$ cat config.mk
export PLATFORM = sky130hd
export DESIGN_NAME = multiturn_angle_velocity_tracker_top
export DESIGN_NICKNAME = d
export VERILOG_FILES = /design/src/rtl/mavt_pkg.sv /design/src/rtl/mavt_vel_unit.sv /design/src/rtl/multiturn_angle_velocity_tracker_top.sv
export SDC_FILE = /design/constraint.sdc
export NUM_CORES = 2
export LEC_CHECK = 0
export BUFFER_PORTS_ARGS = -buffer_cell sky130_fd_sc_hd__buf_2
export CORE_MARGIN = 8
export CORE_UTILIZATION = 55
export DETAILED_ROUTE_END_ITERATION = 16
export PLACE_DENSITY = 0.72
export SLEW_MARGIN = 10
export SYNTH_ARGS = -nofsm -noshare
export SYNTH_HDL_FRONTEND = slang
export SYNTH_SLANG_ARGS = --single-unit
export TNS_END_PERCENT = 50
$ cat constraint.sdc
create_clock -name clk -period 10.35 [get_ports clk]
set_input_delay 0.5175 -clock clk [delete_from_list [all_inputs] [get_ports clk]]
set_output_delay 0.5175 -clock clk [all_outputs]
set_load 0.02 [all_outputs]
$ cat src/rtl/mavt_pkg.sv
// ----------------------------------------------------------------------------
// Multi-turn angle and velocity tracker package
// Field widths, arithmetic constants, register indexes and shared types.
// ----------------------------------------------------------------------------
package mavt_pkg;

  localparam int RAW_W     = 12;
  localparam int TIMER_W   = 24;
  localparam int ANGLE_W   = 44;
  localparam int VEL_W     = 37;
  localparam int TURN_W    = 32;
  localparam int CFG_W     = 24;
  localparam int CFG_IDX_W = 2;

  localparam int COUNTS_PER_TURN  = 4096;
  localparam int TICKS_PER_SECOND = 9000000;

  localparam int MAG_W   = ANGLE_W;
  localparam int HALF_W  = MAG_W / 2;
  localparam int TPS_W   = 24;
  localparam int PROD_W  = MAG_W + TPS_W;
  localparam int PPROD_W = HALF_W + TPS_W;
  localparam int QUO_W   = VEL_W - 1;
  localparam int HI_W    = PROD_W - QUO_W;
  localparam int CNT_W   = $clog2(QUO_W);

  localparam int IN_W  = ((RAW_W + TIMER_W + 7) / 8) * 8;
  localparam int OUT_W = ((ANGLE_W + VEL_W + 7) / 8) * 8;

  localparam logic [TPS_W-1:0] TPS_C = TPS_W'(TICKS_PER_SECOND);
  localparam logic [QUO_W-1:0] VEL_LIMIT =
    QUO_W'(64'(COUNTS_PER_TURN) * 64'(TICKS_PER_SECOND));

  localparam logic [CFG_IDX_W-1:0] REG_WRAP_THR = 2'd0;
  localparam logic [CFG_IDX_W-1:0] REG_MAX_INT  = 2'd1;
  localparam logic [CFG_IDX_W-1:0] REG_FB_INT   = 2'd2;

  typedef struct packed {
    logic [MAG_W-1:0]   mag;
    logic               neg;
    logic [TIMER_W-1:0] interval;
  } vel_req_t;

endpackage

$ cat src/rtl/mavt_vel_unit.sv
// ----------------------------------------------------------------------------
// Velocity unit
// Multiplies the angle change by the tick rate with one shared multiplier in
// two halves, then divides by the interval with a radix-2 restoring divider,
// saturating the quotient at the velocity limit.
// ----------------------------------------------------------------------------
module mavt_vel_unit (
  input  logic                         clk,
  input  logic                         rst_n,
  input  logic                         start,
  input  mavt_pkg::vel_req_t           req,
  output logic                         done,
  output logic [mavt_pkg::VEL_W-1:0]   velocity
);

  localparam logic [2:0] U_IDLE = 3'd0;
  localparam logic [2:0] U_MLO  = 3'd1;
  localparam logic [2:0] U_MHI  = 3'd2;
  localparam logic [2:0] U_ADD  = 3'd3;
  localparam logic [2:0] U_CHK  = 3'd4;
  localparam logic [2:0] U_DIV  = 3'd5;
  localparam logic [2:0] U_FIN  = 3'd6;

  logic [2:0]                      ust_r, ust_nxt;
  logic                            done_r, done_nxt;
  logic [mavt_pkg::MAG_W-1:0]      mag_r, mag_nxt;
  logic                            neg_r, neg_nxt;
  logic [mavt_pkg::TIMER_W-1:0]    e_r, e_nxt;
  logic [mavt_pkg::PPROD_W-1:0]    prod_r, prod_nxt;
  logic [mavt_pkg::PROD_W-1:0]     acc_r, acc_nxt;
  logic [mavt_pkg::TIMER_W-1:0]    rem_r, rem_nxt;
  logic [mavt_pkg::CNT_W-1:0]      cnt_r, cnt_nxt;
  logic                            sat_r, sat_nxt;
  logic [mavt_pkg::VEL_W-1:0]      vel_r, vel_nxt;

  logic [mavt_pkg::HALF_W-1:0]     mul_a;
  logic [mavt_pkg::PPROD_W-1:0]    mul_p;
  logic [mavt_pkg::TIMER_W:0]      trial;
  logic [mavt_pkg::TIMER_W:0]      diff;
  logic                            ge;
  logic [mavt_pkg::QUO_W-1:0]      vmag;
  logic [mavt_pkg::VEL_W-1:0]      vel_pos;

  always_comb begin
    ust_nxt  = ust_r;
    done_nxt = 1'b0;
    mag_nxt  = mag_r;
    neg_nxt  = neg_r;
    e_nxt    = e_r;
    prod_nxt = prod_r;
    acc_nxt  = acc_r;
    rem_nxt  = rem_r;
    cnt_nxt  = cnt_r;
    sat_nxt  = sat_r;
    vel_nxt  = vel_r;

    mul_a = (ust_r == U_MHI) ? mag_r[mavt_pkg::MAG_W-1:mavt_pkg::HALF_W]
                             : mag_r[mavt_pkg::HALF_W-1:0];
    mul_p = mavt_pkg::PPROD_W'(mul_a) * mavt_pkg::PPROD_W'(mavt_pkg::TPS_C);

    trial = {rem_r, acc_r[mavt_pkg::QUO_W-1]};
    ge    = trial >= {1'b0, e_r};
    diff  = trial - {1'b0, e_r};

    vmag    = (sat_r || (acc_r[mavt_pkg::QUO_W-1:0] > mavt_pkg::VEL_LIMIT)) ?
              mavt_pkg::VEL_LIMIT : acc_r[mavt_pkg::QUO_W-1:0];
    vel_pos = {1'b0, vmag};

    case (ust_r)
      U_IDLE: begin
        if (start) begin
          mag_nxt = req.mag;
          neg_nxt = req.neg;
          e_nxt   = req.interval;
          ust_nxt = U_MLO;
        end
      end
      U_MLO: begin
        prod_nxt = mul_p;
        ust_nxt  = U_MHI;
      end
      U_MHI: begin
        acc_nxt  = mavt_pkg::PROD_W'(prod_r);
        prod_nxt = mul_p;
        ust_nxt  = U_ADD;
      end
      U_ADD: begin
        acc_nxt = acc_r + {prod_r, mavt_pkg::HALF_W'(0)};
        ust_nxt = U_CHK;
      end
      U_CHK: begin
        sat_nxt = acc_r[mavt_pkg::PROD_W-1:mavt_pkg::QUO_W] >= mavt_pkg::HI_W'(e_r);
        rem_nxt = acc_r[mavt_pkg::QUO_W+mavt_pkg::TIMER_W-1:mavt_pkg::QUO_W];
        cnt_nxt = '0;
        ust_nxt = sat_nxt ? U_FIN : U_DIV;
      end
      U_DIV: begin
        rem_nxt = ge ? diff[mavt_pkg::TIMER_W-1:0] : trial[mavt_pkg::TIMER_W-1:0];
        acc_nxt[mavt_pkg::QUO_W-1:0] = {acc_r[mavt_pkg::QUO_W-2:0], ge};
        cnt_nxt = cnt_r + 1'b1;
        if (cnt_r == mavt_pkg::CNT_W'(mavt_pkg::QUO_W - 1)) begin
          ust_nxt = U_FIN;
        end
      end
      U_FIN: begin
        vel_nxt  = neg_r ? (~vel_pos + 1'b1) : vel_pos;
        done_nxt = 1'b1;
        ust_nxt  = U_IDLE;
      end
      default: begin
        ust_nxt = U_IDLE;
      end
    endcase
  end

  always_ff @(posedge clk) begin
    if (!rst_n) begin
      ust_r  <= U_IDLE;
      done_r <= 1'b0;
    end else begin
      ust_r  <= ust_nxt;
      done_r <= done_nxt;
    end
    mag_r  <= mag_nxt;
    neg_r  <= neg_nxt;
    e_r    <= e_nxt;
    prod_r <= prod_nxt;
    acc_r  <= acc_nxt;
    rem_r  <= rem_nxt;
    cnt_r  <= cnt_nxt;
    sat_r  <= sat_nxt;
    vel_r  <= vel_nxt;
  end

  assign done     = done_r;
  assign velocity = vel_r;

endmodule

$ cat src/rtl/multiturn_angle_velocity_tracker_top.sv
// ----------------------------------------------------------------------------
// Multi-turn angle and velocity tracker
// Unwraps a 12-bit absolute angle into a signed multi-turn angle and derives
// the velocity in counts per second from a down-counting tick timer.
// ----------------------------------------------------------------------------
// Each input beat carries one angle sample and one timer reading; each one
// produces exactly one output beat with the multi-turn angle, the velocity
// and a flag that is set when the fallback interval was used.
// The block handles one beat at a time: in_tready is high only while idle.
// A regular beat runs through the 36-step radix-2 restoring divider; a
// velocity that saturates skips the divider.
// The first beat after reset only primes the previous raw angle and is
// answered with the raw angle and zero velocity.
// The output register holds a finished result while out_tready is low; the
// block may accept and work on the next beat meanwhile and waits only to
// hand over its own result.
// A synchronous low rst_n clears the turn count, history and out_tvalid and
// restores the configuration defaults; cfg_we writes are taken at any edge.
// ----------------------------------------------------------------------------
module multiturn_angle_velocity_tracker_top (
  input  logic                             clk,
  input  logic                             rst_n,
  input  logic                             in_tvalid,
  output logic                             in_tready,
  // raw_angle[11:0], timer_value[35:12], zero pad
  input  logic [mavt_pkg::IN_W-1:0]        in_tdata,
  output logic                             out_tvalid,
  input  logic                             out_tready,
  // full_angle[43:0], velocity[80:44], zero pad
  output logic [mavt_pkg::OUT_W-1:0]       out_tdata,
  // interval_fallback[0]
  output logic [0:0]                       out_tuser,
  input  logic                             cfg_we,
  input  logic [mavt_pkg::CFG_IDX_W-1:0]   cfg_index,
  input  logic [mavt_pkg::CFG_W-1:0]       cfg_wdata
);

  localparam logic [2:0] S_IDLE = 3'd0;
  localparam logic [2:0] S_TURN = 3'd1;
  localparam logic [2:0] S_PREP = 3'd2;
  localparam logic [2:0] S_VEL  = 3'd3;
  localparam logic [2:0] S_OUT  = 3'd4;

  logic [2:0]                        st_r, st_nxt;
  logic [mavt_pkg::RAW_W-1:0]        raw_r, raw_nxt;
  logic [mavt_pkg::TIMER_W-1:0]      timer_r, timer_nxt;
  logic [mavt_pkg::RAW_W-1:0]        wthr_r, wthr_nxt;
  logic [mavt_pkg::TIMER_W-1:0]      maxi_r, maxi_nxt;
  logic [mavt_pkg::TIMER_W-1:0]      fbi_r, fbi_nxt;
  logic [mavt_pkg::TURN_W-1:0]       turn_r, turn_nxt;
  logic [mavt_pkg::RAW_W-1:0]        prev_raw_r, prev_raw_nxt;
  logic                              primed_r, primed_nxt;
  logic [mavt_pkg::ANGLE_W-1:0]      prev_full_r, prev_full_nxt;
  logic [mavt_pkg::TIMER_W-1:0]      prev_timer_r, prev_timer_nxt;
  logic [mavt_pkg::ANGLE_W-1:0]      full_r, full_nxt;
  logic                              fb_r, fb_nxt;
  logic                              prime_r, prime_nxt;
  logic                              out_tvalid_r, out_tvalid_nxt;
  logic [mavt_pkg::ANGLE_W-1:0]      out_full_r, out_full_nxt;
  logic [mavt_pkg::VEL_W-1:0]        out_vel_r, out_vel_nxt;
  logic                              out_fb_r, out_fb_nxt;

  logic [mavt_pkg::RAW_W:0]          dd;
  logic [mavt_pkg::RAW_W:0]          dd_neg;
  logic [mavt_pkg::RAW_W-1:0]        absd;
  logic [mavt_pkg::RAW_W-1:0]        thr;
  logic [mavt_pkg::TURN_W-1:0]       turn_upd;
  logic                              t_ge;
  logic [mavt_pkg::TIMER_W-1:0]      elapsed;
  logic                              refuse;
  logic [mavt_pkg::TIMER_W-1:0]      fb_int;
  logic [mavt_pkg::ANGLE_W:0]        delta;
  logic [mavt_pkg::ANGLE_W:0]        dmag;
  mavt_pkg::vel_req_t                req;
  logic                              vel_start;
  logic                              vel_done;
  logic [mavt_pkg::VEL_W-1:0]        vel_res;

  // Turn tracking.
  always_comb begin
    dd     = {1'b0, raw_r} - {1'b0, prev_raw_r};
    dd_neg = ~dd + 1'b1;
    absd   = dd[mavt_pkg::RAW_W] ? dd_neg[mavt_pkg::RAW_W-1:0] : dd[mavt_pkg::RAW_W-1:0];
    thr    = (wthr_r == '0) ? mavt_pkg::RAW_W'(1) : wthr_r;
    if (absd >= thr) begin
      turn_upd = dd[mavt_pkg::RAW_W] ? (turn_r + 1'b1) : (turn_r - 1'b1);
    end else begin
      turn_upd = turn_r;
    end
  end

  // Elapsed ticks and angle change.
  always_comb begin
    t_ge    = timer_r >= prev_timer_r;
    elapsed = prev_timer_r - timer_r - mavt_pkg::TIMER_W'(t_ge);
    refuse  = (elapsed == '0) || (elapsed > maxi_r);
    fb_int  = (fbi_r == '0) ? mavt_pkg::TIMER_W'(1) : fbi_r;
    delta   = {full_r[mavt_pkg::ANGLE_W-1], full_r}
            - {prev_full_r[mavt_pkg::ANGLE_W-1], prev_full_r};
    dmag    = delta[mavt_pkg::ANGLE_W] ? (~delta + 1'b1) : delta;
    req.mag      = dmag[mavt_pkg::ANGLE_W-1:0];
    req.neg      = delta[mavt_pkg::ANGLE_W];
    req.interval = refuse ? fb_int : elapsed;
  end

  assign vel_start = (st_r == S_PREP);

  mavt_vel_unit u_vel (
    .clk      (clk),
    .rst_n    (rst_n),
    .start    (vel_start),
    .req      (req),
    .done     (vel_done),
    .velocity (vel_res)
  );

  always_comb begin
    st_nxt         = st_r;
    raw_nxt        = raw_r;
    timer_nxt      = timer_r;
    wthr_nxt       = wthr_r;
    maxi_nxt       = maxi_r;
    fbi_nxt        = fbi_r;
    turn_nxt       = turn_r;
    prev_raw_nxt   = prev_raw_r;
    primed_nxt     = primed_r;
    prev_full_nxt  = prev_full_r;
    prev_timer_nxt = prev_timer_r;
    full_nxt       = full_r;
    fb_nxt         = fb_r;
    prime_nxt      = prime_r;
    out_tvalid_nxt = out_tvalid_r && !out_tready;
    out_full_nxt   = out_full_r;
    out_vel_nxt    = out_vel_r;
    out_fb_nxt     = out_fb_r;

    if (cfg_we) begin
      case (cfg_index)
        mavt_pkg::REG_WRAP_THR: wthr_nxt = cfg_wdata[mavt_pkg::RAW_W-1:0];
        mavt_pkg::REG_MAX_INT:  maxi_nxt = cfg_wdata[mavt_pkg::TIMER_W-1:0];
        mavt_pkg::REG_FB_INT:   fbi_nxt  = cfg_wdata[mavt_pkg::TIMER_W-1:0];
        default: begin
        end
      endcase
    end

    case (st_r)
      S_IDLE: begin
        if (in_tvalid) begin
          raw_nxt   = in_tdata[mavt_pkg::RAW_W-1:0];
          timer_nxt = in_tdata[mavt_pkg::RAW_W+mavt_pkg::TIMER_W-1:mavt_pkg::RAW_W];
          st_nxt    = S_TURN;
        end
      end
      S_TURN: begin
        prev_raw_nxt = raw_r;
        if (!primed_r) begin
          primed_nxt = 1'b1;
          full_nxt   = mavt_pkg::ANGLE_W'(raw_r);
          fb_nxt     = 1'b0;
          prime_nxt  = 1'b1;
          st_nxt     = S_OUT;
        end else begin
          turn_nxt  = turn_upd;
          full_nxt  = {turn_upd, raw_r};
          prime_nxt = 1'b0;
          st_nxt    = S_PREP;
        end
      end
      S_PREP: begin
        fb_nxt         = refuse;
        prev_full_nxt  = full_r;
        prev_timer_nxt = timer_r;
        st_nxt         = S_VEL;
      end
      S_VEL: begin
        if (vel_done) begin
          st_nxt = S_OUT;
        end
      end
      S_OUT: begin
        if (!out_tvalid_r || out_tready) begin
          out_tvalid_nxt = 1'b1;
          out_full_nxt   = full_r;
          out_vel_nxt    = prime_r ? '0 : vel_res;
          out_fb_nxt     = fb_r;
          st_nxt         = S_IDLE;
        end
      end
      default: begin
        st_nxt = S_IDLE;
      end
    endcase
  end

  always_ff @(posedge clk) begin
    if (!rst_n) begin
      st_r         <= S_IDLE;
      wthr_r       <= 12'd3277;
      maxi_r       <= 24'd4500000;
      fbi_r        <= 24'd9000;
      turn_r       <= '0;
      prev_raw_r   <= '0;
      primed_r     <= 1'b0;
      prev_full_r  <= '0;
      prev_timer_r <= '0;
      out_tvalid_r <= 1'b0;
    end else begin
      st_r         <= st_nxt;
      wthr_r       <= wthr_nxt;
      maxi_r       <= maxi_nxt;
      fbi_r        <= fbi_nxt;
      turn_r       <= turn_nxt;
      prev_raw_r   <= prev_raw_nxt;
      primed_r     <= primed_nxt;
      prev_full_r  <= prev_full_nxt;
      prev_timer_r <= prev_timer_nxt;
      out_tvalid_r <= out_tvalid_nxt;
    end
    raw_r      <= raw_nxt;
    timer_r    <= timer_nxt;
    full_r     <= full_nxt;
    fb_r       <= fb_nxt;
    prime_r    <= prime_nxt;
    out_full_r <= out_full_nxt;
    out_vel_r  <= out_vel_nxt;
    out_fb_r   <= out_fb_nxt;
  end

  assign in_tready  = (st_r == S_IDLE);
  assign out_tvalid = out_tvalid_r;
  assign out_tdata  = {(mavt_pkg::OUT_W - mavt_pkg::ANGLE_W - mavt_pkg::VEL_W)'(0),
                       out_vel_r, out_full_r};
  assign out_tuser  = out_fb_r;

endmodule

==> summary by stage <==
Finish
The number of cells in the finished layout apart from fillers is 5267. The top cell types in the final layout, fill and taps aside, are 496 x sky130_fd_sc_hd__nand2_1, 445 x sky130_fd_sc_hd__ha_1, 444 x sky130_fd_sc_hd__inv_1. The most frequent standard cell in the layout excluding fill and tap cells is sky130_fd_sc_hd__nand2_1. The area growth from synthesis to layout is 9.75%. In the final design database the tool counted 4857 nets. In the final layout, the share of cells above drive strength 1 is 0.0847.

The final design instance area without fill is 44500 sq um.

Critical path
For the worst setup path, the data arrival time is between 8000 and 9000 ps. The capture instance of the worst register-to-register path is u_vel.prod_r[44]. The critical path crosses 27 cells after its start point.

In this design, the stage delay of the slowest critical-path cell is 740 ps. The total buffers and inverters traversed by the critical path is 5. Across all register-to-register paths, the minimum setup slack is 1850 ps. The beginning of the critical path is u_vel.ust_r[1]. The maximum fanout count along the critical path is 14. STA classifies the critical path startpoint as a register. The most critical setup path has its endpoint at u_vel.prod_r[44]. The critical path in this run is classified as register to register. The cell repeated most along the worst path is sky130_fd_sc_hd__inv_1. The reg-to-reg critical path startpoint is u_vel.ust_r[1]. The cell type of the slowest stage on the worst timing path is sky130_fd_sc_hd__nor2_2. STA classifies the critical path endpoint as a register. For the worst setup path, the data required time is ~11000 ps. Grouping stages by cell kind, the critical path spends the most delay in adder cells. The number of cell instances on the worst register-to-register path is 27.

Global routing
The pin count of the biggest net entering global routing is 98. The first global-routing pass estimated 149000 um of wire. The total overflow left after global routing is 0. The overall routing resource usage is 0.219.

The number of antenna violations at the first check in global routing is 0. The number of global-route vias before repair was 28420.

STA
The final cycle utilization of the critical path is 0.822. The count of final hold-check violations is 0. The transition time at the pin with the least slew margin is 1200 ps. The worst clock skew is 32.3 ps. Measured against its own limit, the worst slew margin works out to 0.197. Summed over all failing endpoints, the final setup total negative slack is 0 ps. Setup repair after global routing left no endpoint under its margin.

The shortest period the worst path allows is 8500 ps. The final setup violation count is 0. The total count of max-transition violations in the final report was 0. For this run, the top clock speed supported by timing is 0.118 GHz.

Clock tree
The clock reaches the later pin of the worst-skew pair after 610 ps. After clock tree synthesis, the setup repair step added 0 buffers. TritonCTS built the clock tree. The number of clock sinks is 590. The tree is rooted in a sky130_fd_sc_hd__clkbuf_16. The register clock-pin slew on the reported worst setup and hold paths is 60 ps. The longest clock path from root to sink contains 3 buffers.

After clock tree synthesis, the repair step resized 0 gates. The number of clock buffers added by TritonCTS is 67. Hold repair after CTS inserted 0 buffers. The depth of the CTS H-tree is 3.

Drt
The via total after detailed routing is about 30000. The total wire length is 92800 um. For this block, the initial DRC count from the detailed router was between 1500 and 2000. The number of design rule violations left after detail routing is 0.

The ratio of routed vias to standard cells is about 5.6. The remaining antenna violation count is 0. The detailed-router iteration count before antenna repair is 5.

The detail-routed net length per standard cell is 17.6 um.

Floorplanning
The floorplan step defined a die boundary enclosing 82600 sq um. The floorplan step set the die height to between 200 and 300 um. The number of rows created at floorplan is 99. During I/O placement, the number of pins put on the boundary was ~160. For this configuration, the core starts out at a cell density of 0.555. After floorplanning, the core was sized to cover around 73000 sq um. The die is between 200 and 300 um wide.

Hold path
The class of the worst hold path is input pin to register.

Power
The worst vdd rail ir drop is 0.000158 V. For this design the static power due to leakage is 18.7 nW. The power per standard cell area is about 180 nW/um^2.

Logic synthesis
The dominant synthesized flop cell is sky130_fd_sc_hd__edfxtp_1. The synthesized design contains between 500 and 600 register bits. The gate count of the mapped netlist is 4144. The post-synthesis area per instance is just under 10 sq um.

The number of different library cells used by synthesis comes to 91. In this run, synthesis inferred 409 flip-flops with an integrated enable. The post-synthesis sequential area ratio is 0.393. Yosys printed 0 warnings. The post-synthesis async set-or-reset flop share is 0. The synthesized netlist occupies a cell area of 40500 sq um.

Place
The total of buffers placed on input and output ports is 150. The placed cell count is 5142. The placed instances occupy a cell area of 42200 sq um.

The wire-length estimate of the detail-placed layout is between 70000 and 80000 um. The placer congestion estimate is 0.937.

Flow run
The tool flagged a number of max-cap violations equal to 0.

Status
The flow ran to the end, and the final reports show no timing, DRC or antenna violations.
worst reg2reg max path, delay by kind of cell (launching register included):
| family | cells | cell delay, ps |
|---|---|---|
| AO/OA/AOI/OAI | 8 | 2110 |
| XOR/XNOR | 1 | 140 |
| adder cells (fa/ha/maj) | 7 | 3020 |
| buffers and inverters | 5 | 450 |
| flip-flops | 1 | 530 |
| multiplexers | 1 | 520 |
| AND/OR/NAND/NOR | 5 | 1460 |
routing by layer:
layer | wire, um | global-route usage | part of all wire | up-vias
li1 | - | - | - | 14834
met1 | 42700 | 0.299 | 0.46 | 13881
met2 | 42800 | 0.360 | 0.46 | 681
met3 | 4960 | 0.0330 | 0.053 | 140
met4 | 2320 | 0.0641 | 0.025 | 0
met5 | 0 | 0 | 0 | -
Yosys cell counts (8+ instances only):
cell type                  count  area share
sky130_fd_sc_hd__nand2_1     496       0.046
sky130_fd_sc_hd__ha_1        445        0.14
sky130_fd_sc_hd__inv_1       445       0.041
sky130_fd_sc_hd__edfxtp_1    409        0.30
sky130_fd_sc_hd__nor2_1      212       0.020
sky130_fd_sc_hd__a21oi_1     188       0.023
sky130_fd_sc_hd__dfxtp_1     181       0.089
sky130_fd_sc_hd__o21ai_0     167       0.021
sky130_fd_sc_hd__a21boi_0    158       0.029
sky130_fd_sc_hd__xnor2_1     152       0.033
sky130_fd_sc_hd__clkbuf_1    128       0.012
sky130_fd_sc_hd__a21o_1      121       0.022
sky130_fd_sc_hd__xor2_1       93       0.020
sky130_fd_sc_hd__fa_1         89       0.044
sky130_fd_sc_hd__mux2i_1      65       0.016
sky130_fd_sc_hd__nor2b_1      63      0.0097
sky130_fd_sc_hd__nand3_1      54      0.0067
sky130_fd_sc_hd__nor3_1       46      0.0057
sky130_fd_sc_hd__nand2b_1     42      0.0065
sky130_fd_sc_hd__nand4_1      37      0.0057
sky130_fd_sc_hd__o21a_1       37      0.0069
sky130_fd_sc_hd__or3_1        33      0.0051
sky130_fd_sc_hd__a31oi_1      32      0.0049
sky130_fd_sc_hd__nor4_1       29      0.0045
sky130_fd_sc_hd__o211ai_1     29      0.0054
sky130_fd_sc_hd__and2_1       28      0.0043
sky130_fd_sc_hd__o21bai_1     27      0.0050
sky130_fd_sc_hd__and3_1       26      0.0040
sky130_fd_sc_hd__o31ai_1      26      0.0048
sky130_fd_sc_hd__a22o_1       24      0.0052
sky130_fd_sc_hd__a311oi_1     18      0.0039
sky130_fd_sc_hd__a211oi_1     16      0.0030
sky130_fd_sc_hd__mux2_4       16      0.0059
sky130_fd_sc_hd__or4_1        14      0.0026
sky130_fd_sc_hd__or2_2        13      0.0020
sky130_fd_sc_hd__o211a_1      12      0.0030
sky130_fd_sc_hd__mux2_2        9      0.0025
sky130_fd_sc_hd__o41ai_1       9      0.0019
sky130_fd_sc_hd__a31o_2        8      0.0017
flip-flops by register name, summed over array words and instances (netlist names), 3 cells and up:
signal	flops
fbi_r	24
full_r	44
maxi_r	24
out_full_r	44
out_vel_r	37
prev_full_r	44
prev_raw_r	12
prev_timer_r	24
raw_r	12
st_r	3
timer_r	24
turn_r	32
u_vel.acc_r	68
u_vel.cnt_r	6
u_vel.e_r	24
u_vel.mag_r	44
u_vel.prod_r	40
u_vel.rem_r	24
u_vel.ust_r	3
u_vel.velocity	37
wthr_r	12
final cells by class:
class | count | area [sq um]
fillers | 6103 | 28500
multi-input cells | 2966 | 22400
diodes | 1 | 2.50
flip-flops and latches | 590 | 15900
clock buffers | 84 | 1860
repair buffers | 180 | 978
inverters | 447 | 1680
well taps | 959 | 1200
clock inverters | 40 | 420
through the flow:
step           power [mW]  worst slack, ps   util  hold WS (ps)
2_1_floorplan        5.11             1820      -           400
3_5_place_dp         5.74             1880  0.578           409
5_1_grt              8.66             1350  0.609          66.4
4_1_cts              8.21             1840  0.609          58.0
6_report             8.16             1850  0.609          83.0
3_3_place_gp         5.68             1970  0.578           404
kinds of logic after synthesis:
| family | count (synthesis) | share of synthesized area |
|---|---|---|
| adders and majority gates | 534 | 0.181 |
| AOI/OAI and AO/OA | 960 | 0.162 |
| and+or+nand+nor | 1129 | 0.130 |
| DFF | 590 | 0.393 |
| buffers and inverters | 594 | 0.0562 |
| xor gates and xnor gates | 246 | 0.0534 |
| muxes | 90 | 0.0245 |
| other | 1 | 0.0000926 |
worst min-delay path by stage:
stage            startpoint     endpoint  slack (ps)  cells after the start
2_1_floorplan          fb_r    out_tuser         400                      0
3_3_place_gp           fb_r    out_tuser         400                      0
3_5_place_dp           fb_r    out_tuser         410                      0
4_1_cts        in_tdata[30]  timer_r[18]          60                      1
5_1_grt        in_tdata[11]    raw_r[11]          70                      1
6_report       in_tdata[11]    raw_r[11]          80                      1
where the power goes:
part           internal (mW)  total, mW  switching (mW)
clock                   1.44       2.43           0.994
sequential              2.75       2.84          0.0902
combinational           1.25       2.88            1.63
total                   5.44       8.16            2.72
No activity file was read; power rests on OpenSTA's default activity.
